<file path="src/sv/crns_pkg.sv">
// ----------------------------------------------------------------------------
// crns_pkg: shared definitions for the clock rate nearest search unit
// Field widths, table geometry, mode and status codes and register indexes.
// ----------------------------------------------------------------------------
package crns_pkg;

  // field widths
  localparam int RATE_W   = 32;
  localparam int MODE_W   = 2;
  localparam int RANGE_W  = 7;
  localparam int COUNT_W  = 5;
  localparam int STATUS_W = 2;
  localparam int PADDR_W  = 5;
  localparam int PDATA_W  = 32;

  // table geometry
  localparam int TABLE_DEPTH = 16;
  localparam int TABLE_AW    = $clog2(TABLE_DEPTH);

  // highest divider or multiplier taken from the range registers
  localparam logic [RANGE_W-1:0] RANGE_MAX = RANGE_W'(64);

  // serial unit step counts, minus one
  localparam logic [4:0] DIV_LAST = 5'(RATE_W - 1);
  localparam logic [4:0] MUL_LAST = 5'(RANGE_W - 1);

  // search modes
  localparam logic [MODE_W-1:0] MODE_TABLE = 2'd0;
  localparam logic [MODE_W-1:0] MODE_DIV   = 2'd1;
  localparam logic [MODE_W-1:0] MODE_MUL   = 2'd2;

  // result status codes
  typedef enum logic [STATUS_W-1:0] {
    ST_ROUNDED = 2'd0,
    ST_NONE    = 2'd1,
    ST_EMPTY   = 2'd2,
    ST_WRITTEN = 2'd3
  } status_e;

  // register indexes (byte address / 4)
  localparam logic [2:0] REG_MODE   = 3'd0;
  localparam logic [2:0] REG_PARENT = 3'd1;
  localparam logic [2:0] REG_LOW    = 3'd2;
  localparam logic [2:0] REG_HIGH   = 3'd3;
  localparam logic [2:0] REG_COUNT  = 3'd4;

endpackage

</file>
<file path="src/sv/clock_rate_nearest_search_unit.sv">
// A write item or a round that needs no search gives its result strobe in the
// cycle after it is accepted; a search walks each candidate through the fetch,
// calc, error and evaluate states in turn, then gives its strobe after finish.
// The serial divider works one quotient bit per cycle. One item at a time: busy
// stays high in a search until the strobe, the receiver cannot stall. Reset: asynchronous,
// state, strobe and configuration registers only; datapath and table have none.
// ----------------------------------------------------------------------------
// clock_rate_nearest_search_unit
// Finds the achievable clock rate nearest a requested rate, using a loaded
// frequency table or a parent rate divided or multiplied over a range.
// ----------------------------------------------------------------------------
module clock_rate_nearest_search_unit (
  input  logic                           clk_i,
  input  logic                           rst_ni,
  // item channel
  input  logic                           start,
  output logic                           busy,
  input  logic                           action_i,
  input  logic [crns_pkg::TABLE_AW-1:0]  entry_index_i,
  input  logic [crns_pkg::RATE_W-1:0]    rate_value_i,
  output logic                           done_o,
  output logic [crns_pkg::RATE_W-1:0]    rounded_rate_o,
  output logic [crns_pkg::STATUS_W-1:0]  status_o,
  // configuration port
  input  logic                           psel,
  input  logic                           penable,
  input  logic                           pwrite,
  input  logic [crns_pkg::PADDR_W-1:0]   paddr,
  input  logic [crns_pkg::PDATA_W-1:0]   pwdata,
  output logic [crns_pkg::PDATA_W-1:0]   prdata,
  output logic                           pready
);
  import crns_pkg::*;

  typedef enum logic [5:0] {
    S_IDLE   = 6'b000001,
    S_FETCH  = 6'b000010,
    S_CALC   = 6'b000100,
    S_ERR    = 6'b001000,
    S_EVAL   = 6'b010000,
    S_FINISH = 6'b100000
  } state_e;

  state_e state_q, state_d;

  // configuration registers
  logic [MODE_W-1:0]  mode_q;
  logic [RATE_W-1:0]  parent_q;
  logic [RANGE_W-1:0] low_q, high_q;
  logic [COUNT_W-1:0] count_q;

  // search registers
  logic [RATE_W-1:0]  req_q, req_d;
  logic [RANGE_W-1:0] pos_q, pos_d, last_q, last_d;
  logic [RATE_W-1:0]  cand_q, cand_d, err_q, err_d;
  logic [RATE_W-1:0]  best_q, best_d, best_err_q, best_err_d;
  logic [RATE_W-1:0]  highest_q, highest_d, lowest_q, lowest_d;
  logic               found_q, found_d;

  // serial divider and multiplier
  logic [RATE_W-1:0]         dvd_q, dvd_d;
  logic [RANGE_W-2:0]        rem_q, rem_d;
  logic [RATE_W+RANGE_W-1:0] acc_q, acc_d;
  logic [RANGE_W-1:0]        mul_q, mul_d;
  logic [4:0]                cnt_q, cnt_d;

  // result register
  logic                done_q, done_d;
  logic [RATE_W-1:0]   rounded_q, rounded_d;
  logic [STATUS_W-1:0] status_q, status_d;

  // frequency table
  logic [RATE_W-1:0] table_mem [TABLE_DEPTH];
  logic [RATE_W-1:0] rd_q;

  logic accept, cfg_wr;
  logic [2:0] reg_idx;

  logic [RANGE_W-1:0]        sh;
  logic                      ge;
  logic [RANGE_W-1:0]        diff;
  logic [RATE_W+RANGE_W-1:0] acc_next;
  logic [RATE_W-1:0]         cand_w, err_w, pick;
  logic [COUNT_W-1:0]        n_eff;
  logic [RANGE_W-1:0]        hi_eff;

  assign busy    = (state_q != S_IDLE);
  assign accept  = start && !busy;
  assign pready  = 1'b1;
  assign reg_idx = paddr[PADDR_W-1:2];
  assign cfg_wr  = psel && penable && pwrite;

  assign done_o         = done_q;
  assign rounded_rate_o = rounded_q;
  assign status_o       = status_q;

  // register read back
  always_comb begin
    case (reg_idx)
      REG_MODE:   prdata = PDATA_W'(mode_q);
      REG_PARENT: prdata = parent_q;
      REG_LOW:    prdata = PDATA_W'(low_q);
      REG_HIGH:   prdata = PDATA_W'(high_q);
      REG_COUNT:  prdata = PDATA_W'(count_q);
      default:    prdata = '0;
    endcase
  end

  // register writes
  always_ff @(posedge clk_i or negedge rst_ni) begin
    if (!rst_ni) begin
      mode_q   <= MODE_TABLE;
      parent_q <= '0;
      low_q    <= RANGE_W'(1);
      high_q   <= RANGE_W'(1);
      count_q  <= '0;
    end else if (cfg_wr) begin
      case (reg_idx)
        REG_MODE:   mode_q   <= pwdata[MODE_W-1:0];
        REG_PARENT: parent_q <= pwdata;
        REG_LOW:    low_q    <= pwdata[RANGE_W-1:0];
        REG_HIGH:   high_q   <= pwdata[RANGE_W-1:0];
        REG_COUNT:  count_q  <= pwdata[COUNT_W-1:0];
        default: ;
      endcase
    end
  end

  // table write on write items, registered read while fetching
  always_ff @(posedge clk_i) begin
    if (accept && !action_i) begin
      table_mem[entry_index_i] <= rate_value_i;
    end
    if (state_q == S_FETCH) begin
      rd_q <= table_mem[pos_q[TABLE_AW-1:0]];
    end
  end

  // saturated counts from the registers
  assign n_eff  = (count_q > COUNT_W'(TABLE_DEPTH)) ? COUNT_W'(TABLE_DEPTH) : count_q;
  assign hi_eff = (high_q > RANGE_MAX) ? RANGE_MAX : high_q;

  // one restoring divide step: quotient bit per cycle
  assign sh   = {rem_q, dvd_q[RATE_W-1]};
  assign ge   = (sh >= pos_q);
  assign diff = sh - pos_q;

  // one shift-add multiply step, multiplier msb first
  assign acc_next = {acc_q[RATE_W+RANGE_W-2:0], 1'b0} +
                    (mul_q[RANGE_W-1] ? {{RANGE_W{1'b0}}, parent_q} : '0);

  // candidate of the current position
  always_comb begin
    case (mode_q)
      MODE_TABLE: cand_w = rd_q;
      MODE_DIV:   cand_w = (pos_q == '0) ? '0 : dvd_q;
      MODE_MUL:   cand_w = (|acc_q[RATE_W+RANGE_W-1:RATE_W]) ? '1 : acc_q[RATE_W-1:0];
      default:    cand_w = '0;
    endcase
  end

  assign err_w = (cand_w >= req_q) ? (cand_w - req_q) : (req_q - cand_w);

  // clamp to the extreme candidates
  always_comb begin
    pick = best_q;
    if (req_q >= highest_q) pick = highest_q;
    if (req_q <= lowest_q)  pick = lowest_q;
  end

  // control and datapath next state
  always_comb begin
    state_d    = state_q;
    req_d      = req_q;
    pos_d      = pos_q;
    last_d     = last_q;
    cand_d     = cand_q;
    err_d      = err_q;
    best_d     = best_q;
    best_err_d = best_err_q;
    highest_d  = highest_q;
    lowest_d   = lowest_q;
    found_d    = found_q;
    dvd_d      = dvd_q;
    rem_d      = rem_q;
    acc_d      = acc_q;
    mul_d      = mul_q;
    cnt_d      = cnt_q;
    done_d     = 1'b0;
    rounded_d  = rounded_q;
    status_d   = status_q;

    case (state_q)
      S_IDLE: begin
        if (accept) begin
          req_d      = rate_value_i;
          found_d    = 1'b0;
          best_d     = '0;
          best_err_d = '1;
          highest_d  = '0;
          lowest_d   = '1;
          rounded_d  = '0;
          if (!action_i) begin
            done_d   = 1'b1;
            status_d = ST_WRITTEN;
          end else begin
            case (mode_q)
              MODE_TABLE: begin
                if (n_eff == '0) begin
                  done_d   = 1'b1;
                  status_d = ST_EMPTY;
                end else begin
                  pos_d   = '0;
                  last_d  = RANGE_W'(n_eff - COUNT_W'(1));
                  state_d = S_FETCH;
                end
              end
              MODE_DIV, MODE_MUL: begin
                if (low_q > hi_eff) begin
                  done_d   = 1'b1;
                  status_d = ST_NONE;
                end else begin
                  pos_d   = low_q;
                  last_d  = hi_eff;
                  state_d = S_FETCH;
                end
              end
              default: begin
                done_d   = 1'b1;
                status_d = ST_NONE;
              end
            endcase
          end
        end
      end

      // load the serial units for this position
      S_FETCH: begin
        dvd_d   = parent_q;
        rem_d   = '0;
        acc_d   = '0;
        mul_d   = pos_q;
        cnt_d   = (mode_q == MODE_DIV) ? DIV_LAST : MUL_LAST;
        state_d = S_CALC;
      end

      S_CALC: begin
        if (mode_q == MODE_TABLE) begin
          state_d = S_ERR;
        end else begin
          if (mode_q == MODE_DIV) begin
            dvd_d = {dvd_q[RATE_W-2:0], ge};
            rem_d = ge ? diff[RANGE_W-2:0] : sh[RANGE_W-2:0];
          end else begin
            acc_d = acc_next;
            mul_d = {mul_q[RANGE_W-2:0], 1'b0};
          end
          cnt_d = cnt_q - 5'd1;
          if (cnt_q == '0) state_d = S_ERR;
        end
      end

      S_ERR: begin
        cand_d  = cand_w;
        err_d   = err_w;
        state_d = S_EVAL;
      end

      // track extremes and the first strictly best candidate
      S_EVAL: begin
        if (cand_q != '0) begin
          found_d = 1'b1;
          if (cand_q > highest_q) highest_d = cand_q;
          if (cand_q < lowest_q)  lowest_d  = cand_q;
          if (!found_q || (err_q < best_err_q)) begin
            best_d     = cand_q;
            best_err_d = err_q;
          end
        end
        if (((cand_q != '0) && (err_q == '0)) || (pos_q == last_q)) begin
          state_d = S_FINISH;
        end else begin
          pos_d   = pos_q + RANGE_W'(1);
          state_d = S_FETCH;
        end
      end

      S_FINISH: begin
        done_d = 1'b1;
        if (found_q) begin
          rounded_d = pick;
          status_d  = ST_ROUNDED;
        end else begin
          rounded_d = '0;
          status_d  = ST_NONE;
        end
        state_d = S_IDLE;
      end

      default: state_d = S_IDLE;
    endcase
  end

  // control registers
  always_ff @(posedge clk_i or negedge rst_ni) begin
    if (!rst_ni) begin
      state_q <= S_IDLE;
      done_q  <= 1'b0;
    end else begin
      state_q <= state_d;
      done_q  <= done_d;
    end
  end

  // datapath registers
  always_ff @(posedge clk_i) begin
    req_q      <= req_d;
    pos_q      <= pos_d;
    last_q     <= last_d;
    cand_q     <= cand_d;
    err_q      <= err_d;
    best_q     <= best_d;
    best_err_q <= best_err_d;
    highest_q  <= highest_d;
    lowest_q   <= lowest_d;
    found_q    <= found_d;
    dvd_q      <= dvd_d;
    rem_q      <= rem_d;
    acc_q      <= acc_d;
    mul_q      <= mul_d;
    cnt_q      <= cnt_d;
    rounded_q  <= rounded_d;
    status_q   <= status_d;
  end

  // checks
  a_state_onehot: assert property (@(posedge clk_i) disable iff (!rst_ni)
    $onehot(state_q))
    else $error("search state not one-hot");

  a_no_strobe_busy: assert property (@(posedge clk_i) disable iff (!rst_ni)
    busy |-> !done_o)
    else $error("result strobe while searching");

  a_accept_answer: assert property (@(posedge clk_i) disable iff (!rst_ni)
    accept |=> (done_o || busy))
    else $error("accepted item neither answered nor in search");

  a_finish_strobe: assert property (@(posedge clk_i) disable iff (!rst_ni)
    (state_q == S_FINISH) |=> done_o)
    else $error("finished search gave no result");

  a_zero_unless_rounded: assert property (@(posedge clk_i) disable iff (!rst_ni)
    (done_o && (status_o != ST_ROUNDED)) |-> (rounded_rate_o == '0))
    else $error("nonzero rate with failure status");

endmodule

</file>
<file path="config.mk">
export PLATFORM = sky130hd
export DESIGN_NAME = clock_rate_nearest_search_unit
export DESIGN_NICKNAME = d
export VERILOG_FILES = /design/src/sv/crns_pkg.sv /design/src/sv/clock_rate_nearest_search_unit.sv
export SDC_FILE = /design/constraint.sdc
export NUM_CORES = 2
export LEC_CHECK = 0
export BUFFER_PORTS_ARGS = -buffer_cell sky130_fd_sc_hd__buf_2
export CAP_MARGIN = 20
export CORE_ASPECT_RATIO = 2
export CORE_MARGIN = 10
export CORE_UTILIZATION = 46
export DETAILED_ROUTE_END_ITERATION = 16
export HOLD_SLACK_MARGIN = 0.08
export PLACE_DENSITY = 0.64
export SLEW_MARGIN = 20
export SYNTH_ARGS = -nofsm -noshare
export SYNTH_HDL_FRONTEND = slang
export SYNTH_SLANG_ARGS = --single-unit
</file>
<file path="constraint.sdc">
create_clock -name clk_i -period 7.4 [get_ports clk_i]
set_clock_uncertainty 0.05 [all_clocks]
set_input_delay 1.48 -clock clk_i [delete_from_list [all_inputs] [get_ports clk_i]]
set_output_delay 1.48 -clock clk_i [all_outputs]
set_load 0.02 [all_outputs]
</file>
* Word-level counts from Yosys, hierarchy flattened
Memories as Yosys holds them, arrays and structs flattened. A register that Yosys moved wholly into a read port is not among the register bits.
Index checks and enable logic that the tools add are counted.
W data, S select, Z words.
** Word-level totals
- Flip-flop bits (word level) :: 422
- RAM bits :: 512
- Input port bits :: 80
- Output and inout port bits :: 69
- Logic and storage cells :: 194
- Memories :: 1
** Cells by class
- Add/sub/neg operators :: 7
- Order comparisons :: 10
- Equality and inequality tests :: 32
- Mux-type cells :: 79
- Reduce and logical (&&, ||, !) cells :: 41
** Memory list
- table_mem :: depth 16, bits a word 32, read ports 1, clocked after memory_dff 1, wr ports 1, RTL line clock_rate_nearest_search_unit.sv:73 : logic [RATE_W-1:0] table_mem [TABLE_DEPTH];
** Operator list (count)
- $mux W32 :: 19
- $pmux W32 S2 :: 6
- $pmux W32 S5 :: 1
- $pmux W32 S3 :: 1
- $mux W39 :: 2
- $pmux W39 S2 :: 1
- $mux W7 :: 10
- $ge A32 B32 Y1 :: 2
- $lt A32 B32 Y1 :: 2
- $sub A32 B32 Y32 :: 2
- $mux W6 :: 10
- $pmux W7 S2 :: 4
- $add A39 B32 Y39 :: 1
- $gt A32 B32 Y1 :: 1
- $le A32 B32 Y1 :: 1
- $logic_not A32 Y1 :: 1
- $reduce_bool A32 Y1 :: 1
- $pmux W6 S5 :: 1
- $ne A2 B2 Y1 const B :: 12
- $pmux W6 S2 :: 2
- $reduce_and A2 Y1 :: 8
- $reduce_and A4 Y1 :: 4
- $mux W5 :: 3
- $reduce_and A6 Y1 :: 2
- other kinds (41) :: 72

* Logic depth before layout (Yosys ltp)
- Depth in word-level cells :: 8
- Depth in mapped cells :: 23

* Least setup slack after synthesis
No wires, ideal clock.
- Path kind :: flip-flop to flip-flop
- From :: register state_q[5]
- To :: register cand_q[0], enable pin
- Data arrival time :: 5.402 ns
- Required time :: 6.769 ns
- Setup slack :: 1.367 ns
- Stages on the path, launching flop included :: 4
- Cells stage by stage :: dfrtp_1 nor2_1 nand2_1 nor3b_1
** Between the ends
- Word-level cells in the longest chain between the ends :: 1
** RTL lines
- from (decl) :: RTL line clock_rate_nearest_search_unit.sv:44 : state_e state_q, state_d;
- from (signal assigned) :: RTL line clock_rate_nearest_search_unit.sv:310 : state_q <= state_d;
- $eq A6 B4 Y1 :: RTL line clock_rate_nearest_search_unit.sv:193 : case (state_q)
- to (signal assigned) :: RTL line clock_rate_nearest_search_unit.sv:320 : cand_q <= cand_d;
- to (decl) :: RTL line clock_rate_nearest_search_unit.sv:55 : logic [RATE_W-1:0] cand_q, cand_d, err_q, err_d;
Every way passes these cells.
A chain may end at the register's enable or synchronous reset.

* Worst setup path in the final report
- From :: register acc_q[34]
- To :: register err_q[24] (data pin)
** Between the ends
- Word-level cells in the longest chain between the ends :: 5
- Elaborated cells between the ends (all ways) :: 7
- Classes of those cells :: add/sub: 2; order compare: 1; mux: 3; reduce/logical: 1
** RTL lines
- from (decl) :: RTL line clock_rate_nearest_search_unit.sv:63 : logic [RATE_W+RANGE_W-1:0] acc_q, acc_d;
- from (signal assigned) :: RTL line clock_rate_nearest_search_unit.sv:329 : acc_q <= acc_d;
- $reduce_or A7 Y1 :: RTL line clock_rate_nearest_search_unit.sv:157 : MODE_MUL: cand_w = (|acc_q[RATE_W+RANGE_W-1:RATE_W]) ? '1 : acc_q[RATE_W-1:0];
- $mux W32 :: RTL line clock_rate_nearest_search_unit.sv:157
- $pmux W32 S3 :: RTL line clock_rate_nearest_search_unit.sv:154 : case (mode_q)
- named net cand_w[26] :: RTL line clock_rate_nearest_search_unit.sv:83 : logic [RATE_W-1:0] cand_w, err_w, pick;
- $ge A32 B32 Y1 :: RTL line clock_rate_nearest_search_unit.sv:162 : assign err_w = (cand_w >= req_q) ? (cand_w - req_q) : (req_q - cand_w);
- $mux W32 :: RTL line clock_rate_nearest_search_unit.sv:162
- named net err_w[24] :: RTL line clock_rate_nearest_search_unit.sv:83
- to (signal assigned) :: RTL line clock_rate_nearest_search_unit.sv:321 : err_q <= err_d;
- to (decl) :: RTL line clock_rate_nearest_search_unit.sv:55
The timed path passes the listed nets, and every way through them passes these cells.

==> results.sh <==
export IMPL_cts_root_buf="clkbuf_16"
export IMPL_critPathKind="reg -> reg"
export IMPL_tns_ns=0
export IMPL_p_per_area_nw_per_um2=284
export IMPL_leakagePower_nw=19.8
export IMPL_clk_latency_ns=0.70
export IMPL_route_detailed_drc=0
export IMPL_maxCapViolations=0
export IMPL_switching_power_mw=4.57
export IMPL_arrival_ns=6.43
export IMPL_rows=165
export IMPL_ctsResizeCount=0
export IMPL_yosysWarnings=0
export IMPL_die_x_um=246
export IMPL_synth_fa_ha_area_frac=0.0750
export IMPL_clockBufferDepth=3
export IMPL_cts_tree="yes"
export IMPL_synthCells=3333
export IMPL_antenna_left=0
export IMPL_ir_drop_uv=278
export IMPL_maxSlewViolCount=0
export IMPL_drtPass1Iterations=6
export IMPL_ys_flop_type="edfxtp_1"
export IMPL_via_count=28300
export IMPL_place_area_um2=49400
export IMPL_antenna_found_initial=12
export IMPL_coreArea_um2=101000
export IMPL_synth_top_family_by_area="multiplexers"
export IMPL_hold_viol=0
export IMPL_outcome="finished, final reports clean"
export IMPL_synth_seq_cells=966
export IMPL_synthArstFlopShare=0.0621
export IMPL_critPathSlowestCell="nand2_1"
export IMPL_crit_path_max_incr_delay_ns=0.70
export IMPL_synth_edf_count=906
export IMPL_p_clk_frac=0.302
export IMPL_die_area_um2=116000
export IMPL_grt_usage=0.213
export IMPL_postCtsSetupBuffers=0
export IMPL_worstMarginPinSlew_ns=1.12
export IMPL_cts_sinks=966
export IMPL_synth_xor_area_share=0.0147
export IMPL_seqPwrFrac=0.448
export IMPL_grt_pass1_vias=30100
export IMPL_clk_pin_slew_worst_paths_ns=0.07
export IMPL_switching_share=0.308
export IMPL_viasPerCell=5.79
export IMPL_cp_top_family="compound AO/OA/AOI/OAI gates"
export IMPL_cell_internal_pwr_mw=10.3
export IMPL_drive_gt1_frac=0.195
export IMPL_yosys_area_share_simple=0.0852
export IMPL_final_cell_area_um2=52200
export IMPL_synth_cell_types=79
export IMPL_start_util=0.464
export IMPL_hpwl_um=86900
export IMPL_path_buf_inv=3
export IMPL_hold_path_class="reg -> reg"
export IMPL_area_growth_pct=11.2
export IMPL_routabilityCongestion=0.932
export IMPL_fill_cells=8704
export IMPL_drt_wl_total_um=123000
export IMPL_syn_avg_cell_area_um2=14.1
export IMPL_rsz0062_at_grt="false"
export IMPL_nNetsFinal=3837
export IMPL_die_h_um=472
export IMPL_path_cells="nor4_1, nand2_1, o21ai_0, a31o_2, inv_1, ha_1, nand4_1, inv_2, a221oi_2, nand3_1, o31ai_4, buf_4, mux2i_1, o221ai_1, a31oi_1, xnor2_1"
export IMPL_synth_area_mux_share=0.102
export IMPL_ios=149
export IMPL_wl_per_cell_um=25.2
export IMPL_gr_total_overflow=0
export IMPL_synth_compound_area_frac=0.0833
export IMPL_port_buffers=145
export IMPL_setup_violations=0
export IMPL_cts_made_buffers=85
export IMPL_end_kind="flip-flop"
export IMPL_drtIter0Drc=1972
export IMPL_startpoint_type="flip-flop"
export IMPL_relSlewSlack=0.232
export IMPL_path_max_fanout=24
export IMPL_yosysSeqAreaShare=0.611
export IMPL_fin_crit_ns=6.04
export IMPL_holdBufCountCts=0
export IMPL_comb_power_share=0.250
export IMPL_htreeDepth=3
export IMPL_grt_max_degree=134
export IMPL_required_ns=7.78
export IMPL_synth_cell_area_um2=47000
export IMPL_synth_fp_nets=3692
export IMPL_grt_pass1_wl_um=184000
export IMPL_fin_crit_sh=0.817
export IMPL_max_freq_mhz=165
[kinds of logic after synthesis]
family,after synthesis
buf+inv,348
fa+ha+maj,279
other cells,1
xor+xnor,79
simple gates,800
mux,269
flops,966
compound gates,591
[power by group through the flow]
stage / clock, mW / sequential (mW) / combinational (mW)
floorplan: 0 / 6.69 / 2.57
global placement: 0 / 6.75 / 3.66
detailed placement: 0 / 6.76 / 3.69
CTS: 4.58 / 6.64 / 3.71
global route: 4.77 / 6.66 / 4.05
finish: 4.48 / 6.64 / 3.71
[routing by layer]
layer	routed length [um]	up-vias	track usage
met5	89	-	0
met4	6970	14	0.118
met3	4720	307	0.0253
met2	67300	767	0.396
met1	44100	14300	0.227
li1	-	13000	-
[flip-flops by register name (all words and copies together), names as in the netlist, 5 cells and up]
register	cells
state_q	6
req_q	32
mul_q	7
err_q	32
acc_q	39
rem_q	6
cand_q	32
count_q	5
lowest_q	32
highest_q	32
best_q	32
low_q	7
parent_q	32
cnt_q	5
dvd_q	32
rounded_rate_o	32
pos_q	7
best_err_q	32
rd_q	32
table_mem	512
high_q	7
last_q	7
[per-stage QoR]
step	setup WS (ns)	utilization	cells	hold slack, ns	total power [mW]
3_3_place_gp	1.55	0.489	4726	0.455	10.4
5_1_grt	1.08	0.516	4888	0.494	15.5
4_1_cts	1.53	0.516	4886	0.451	14.9
2_1_floorplan	1.37	-	3333	0.436	9.26
6_report	1.36	0.516	4888	0.456	14.8
3_5_place_dp	1.54	0.489	4726	0.466	10.4
[path summary, 6_finish.rpt]
path / startpoint / endpoint / slack (ns) / cells past startpoint
setup / recovery: acc_q[34] / err_q[24] / 1.36 / 16
hold / removal: mul_q[2] / mul_q[3] / 0.46 / 2
setup reg to reg: acc_q[34] / err_q[24] / 1.36 / 16
hold reg to reg: mul_q[2] / mul_q[3] / 0.46 / 2
max in group asynchronous: rst_ni / parent_q[28] / 5.76 / 1
min in group asynchronous: rst_ni / high_q[3] / 0.88 / 1
[tightest hold or removal path, cell delays in order, from the launching register on]
cell	delay, ns
edfxtp_1	0.33
nand2_1	0.04
o21ai_0	0.06
[cell usage after synthesis (5+ instances only)]
cell type	count	area share
edfxtp_1	906	0.58
ha_1	275	0.073
nand2_1	268	0.021
inv_1	200	0.016
mux4_2	160	0.077
a21oi_1	139	0.015
o21ai_0	134	0.014
nor2_1	122	0.0097
clkbuf_1	103	0.0082
a21o_1	92	0.015
and2_1	90	0.012
or2_2	69	0.0092
dfrtp_1	57	0.030
mux2_2	56	0.013
mux2i_1	52	0.011
nand4_1	52	0.0069
xnor2_1	41	0.0076
xor2_1	38	0.0071
nand3_1	35	0.0037
nor2b_1	35	0.0047
a31o_2	33	0.0062
o2bb2ai_1	32	0.0060
nor4_1	31	0.0041
nand2b_1	26	0.0035
nor3_1	25	0.0027
buf_1	18	0.0014
o211ai_1	18	0.0029
buf_2	17	0.0018
a31oi_1	16	0.0021
o31ai_1	16	0.0026
a211oi_1	14	0.0022
o21a_1	13	0.0021
o21bai_1	12	0.0019
a22oi_1	11	0.0018
and3_1	11	0.0015
nor3b_1	11	0.0018
or3_1	10	0.0013
a211o_1	6	0.0011
o22ai_1	6	0.00080
buf_4	5	0.00080
nand3b_1	5	0.00080
o2111ai_1	5	0.00093
o221ai_1	5	0.00093
[area by class of cell]
class                   count  area, um^2  area share
flip-flops and latches    966       28700       0.550
multi-input cells        2019       17100       0.328
clock buffers             120        2300      0.0440
well taps                1336        1670      0.0320
repair buffers            203        1200      0.0229
inverters                 203         762      0.0146
clock inverters            40         478     0.00915
diodes                      1        2.50   0.0000479
[cells in the final DEF, fill, tap and decap left out, types with 31 or more instances in the layout]
cell | netlist | final
o2bb2ai_1 | 32 | 32
a21o_1 | 92 | 92
inv_1 | 200 | 200
buf_4 | 5 | 56
nand4_1 | 52 | 52
nand3_1 | 35 | 35
dfrtp_1 | 57 | 57
clkbuf_1 | 103 | 31
edfxtp_1 | 906 | 906
nor2b_1 | 35 | 33
a21oi_1 | 139 | 139
mux2i_1 | 52 | 52
xnor2_1 | 41 | 41
nand2_1 | 268 | 268
o21ai_0 | 134 | 134
nor4_1 | 31 | 31
ha_1 | 275 | 274
and2_1 | 90 | 90
mux4_2 | 160 | 160
or2_2 | 69 | 69
buf_2 | 17 | 144
mux2_2 | 56 | 56
a31o_2 | 33 | 33
clkbuf_16 | 0 | 85
xor2_1 | 38 | 38
nor2_1 | 122 | 109
(Power assumes the default switching activity.)
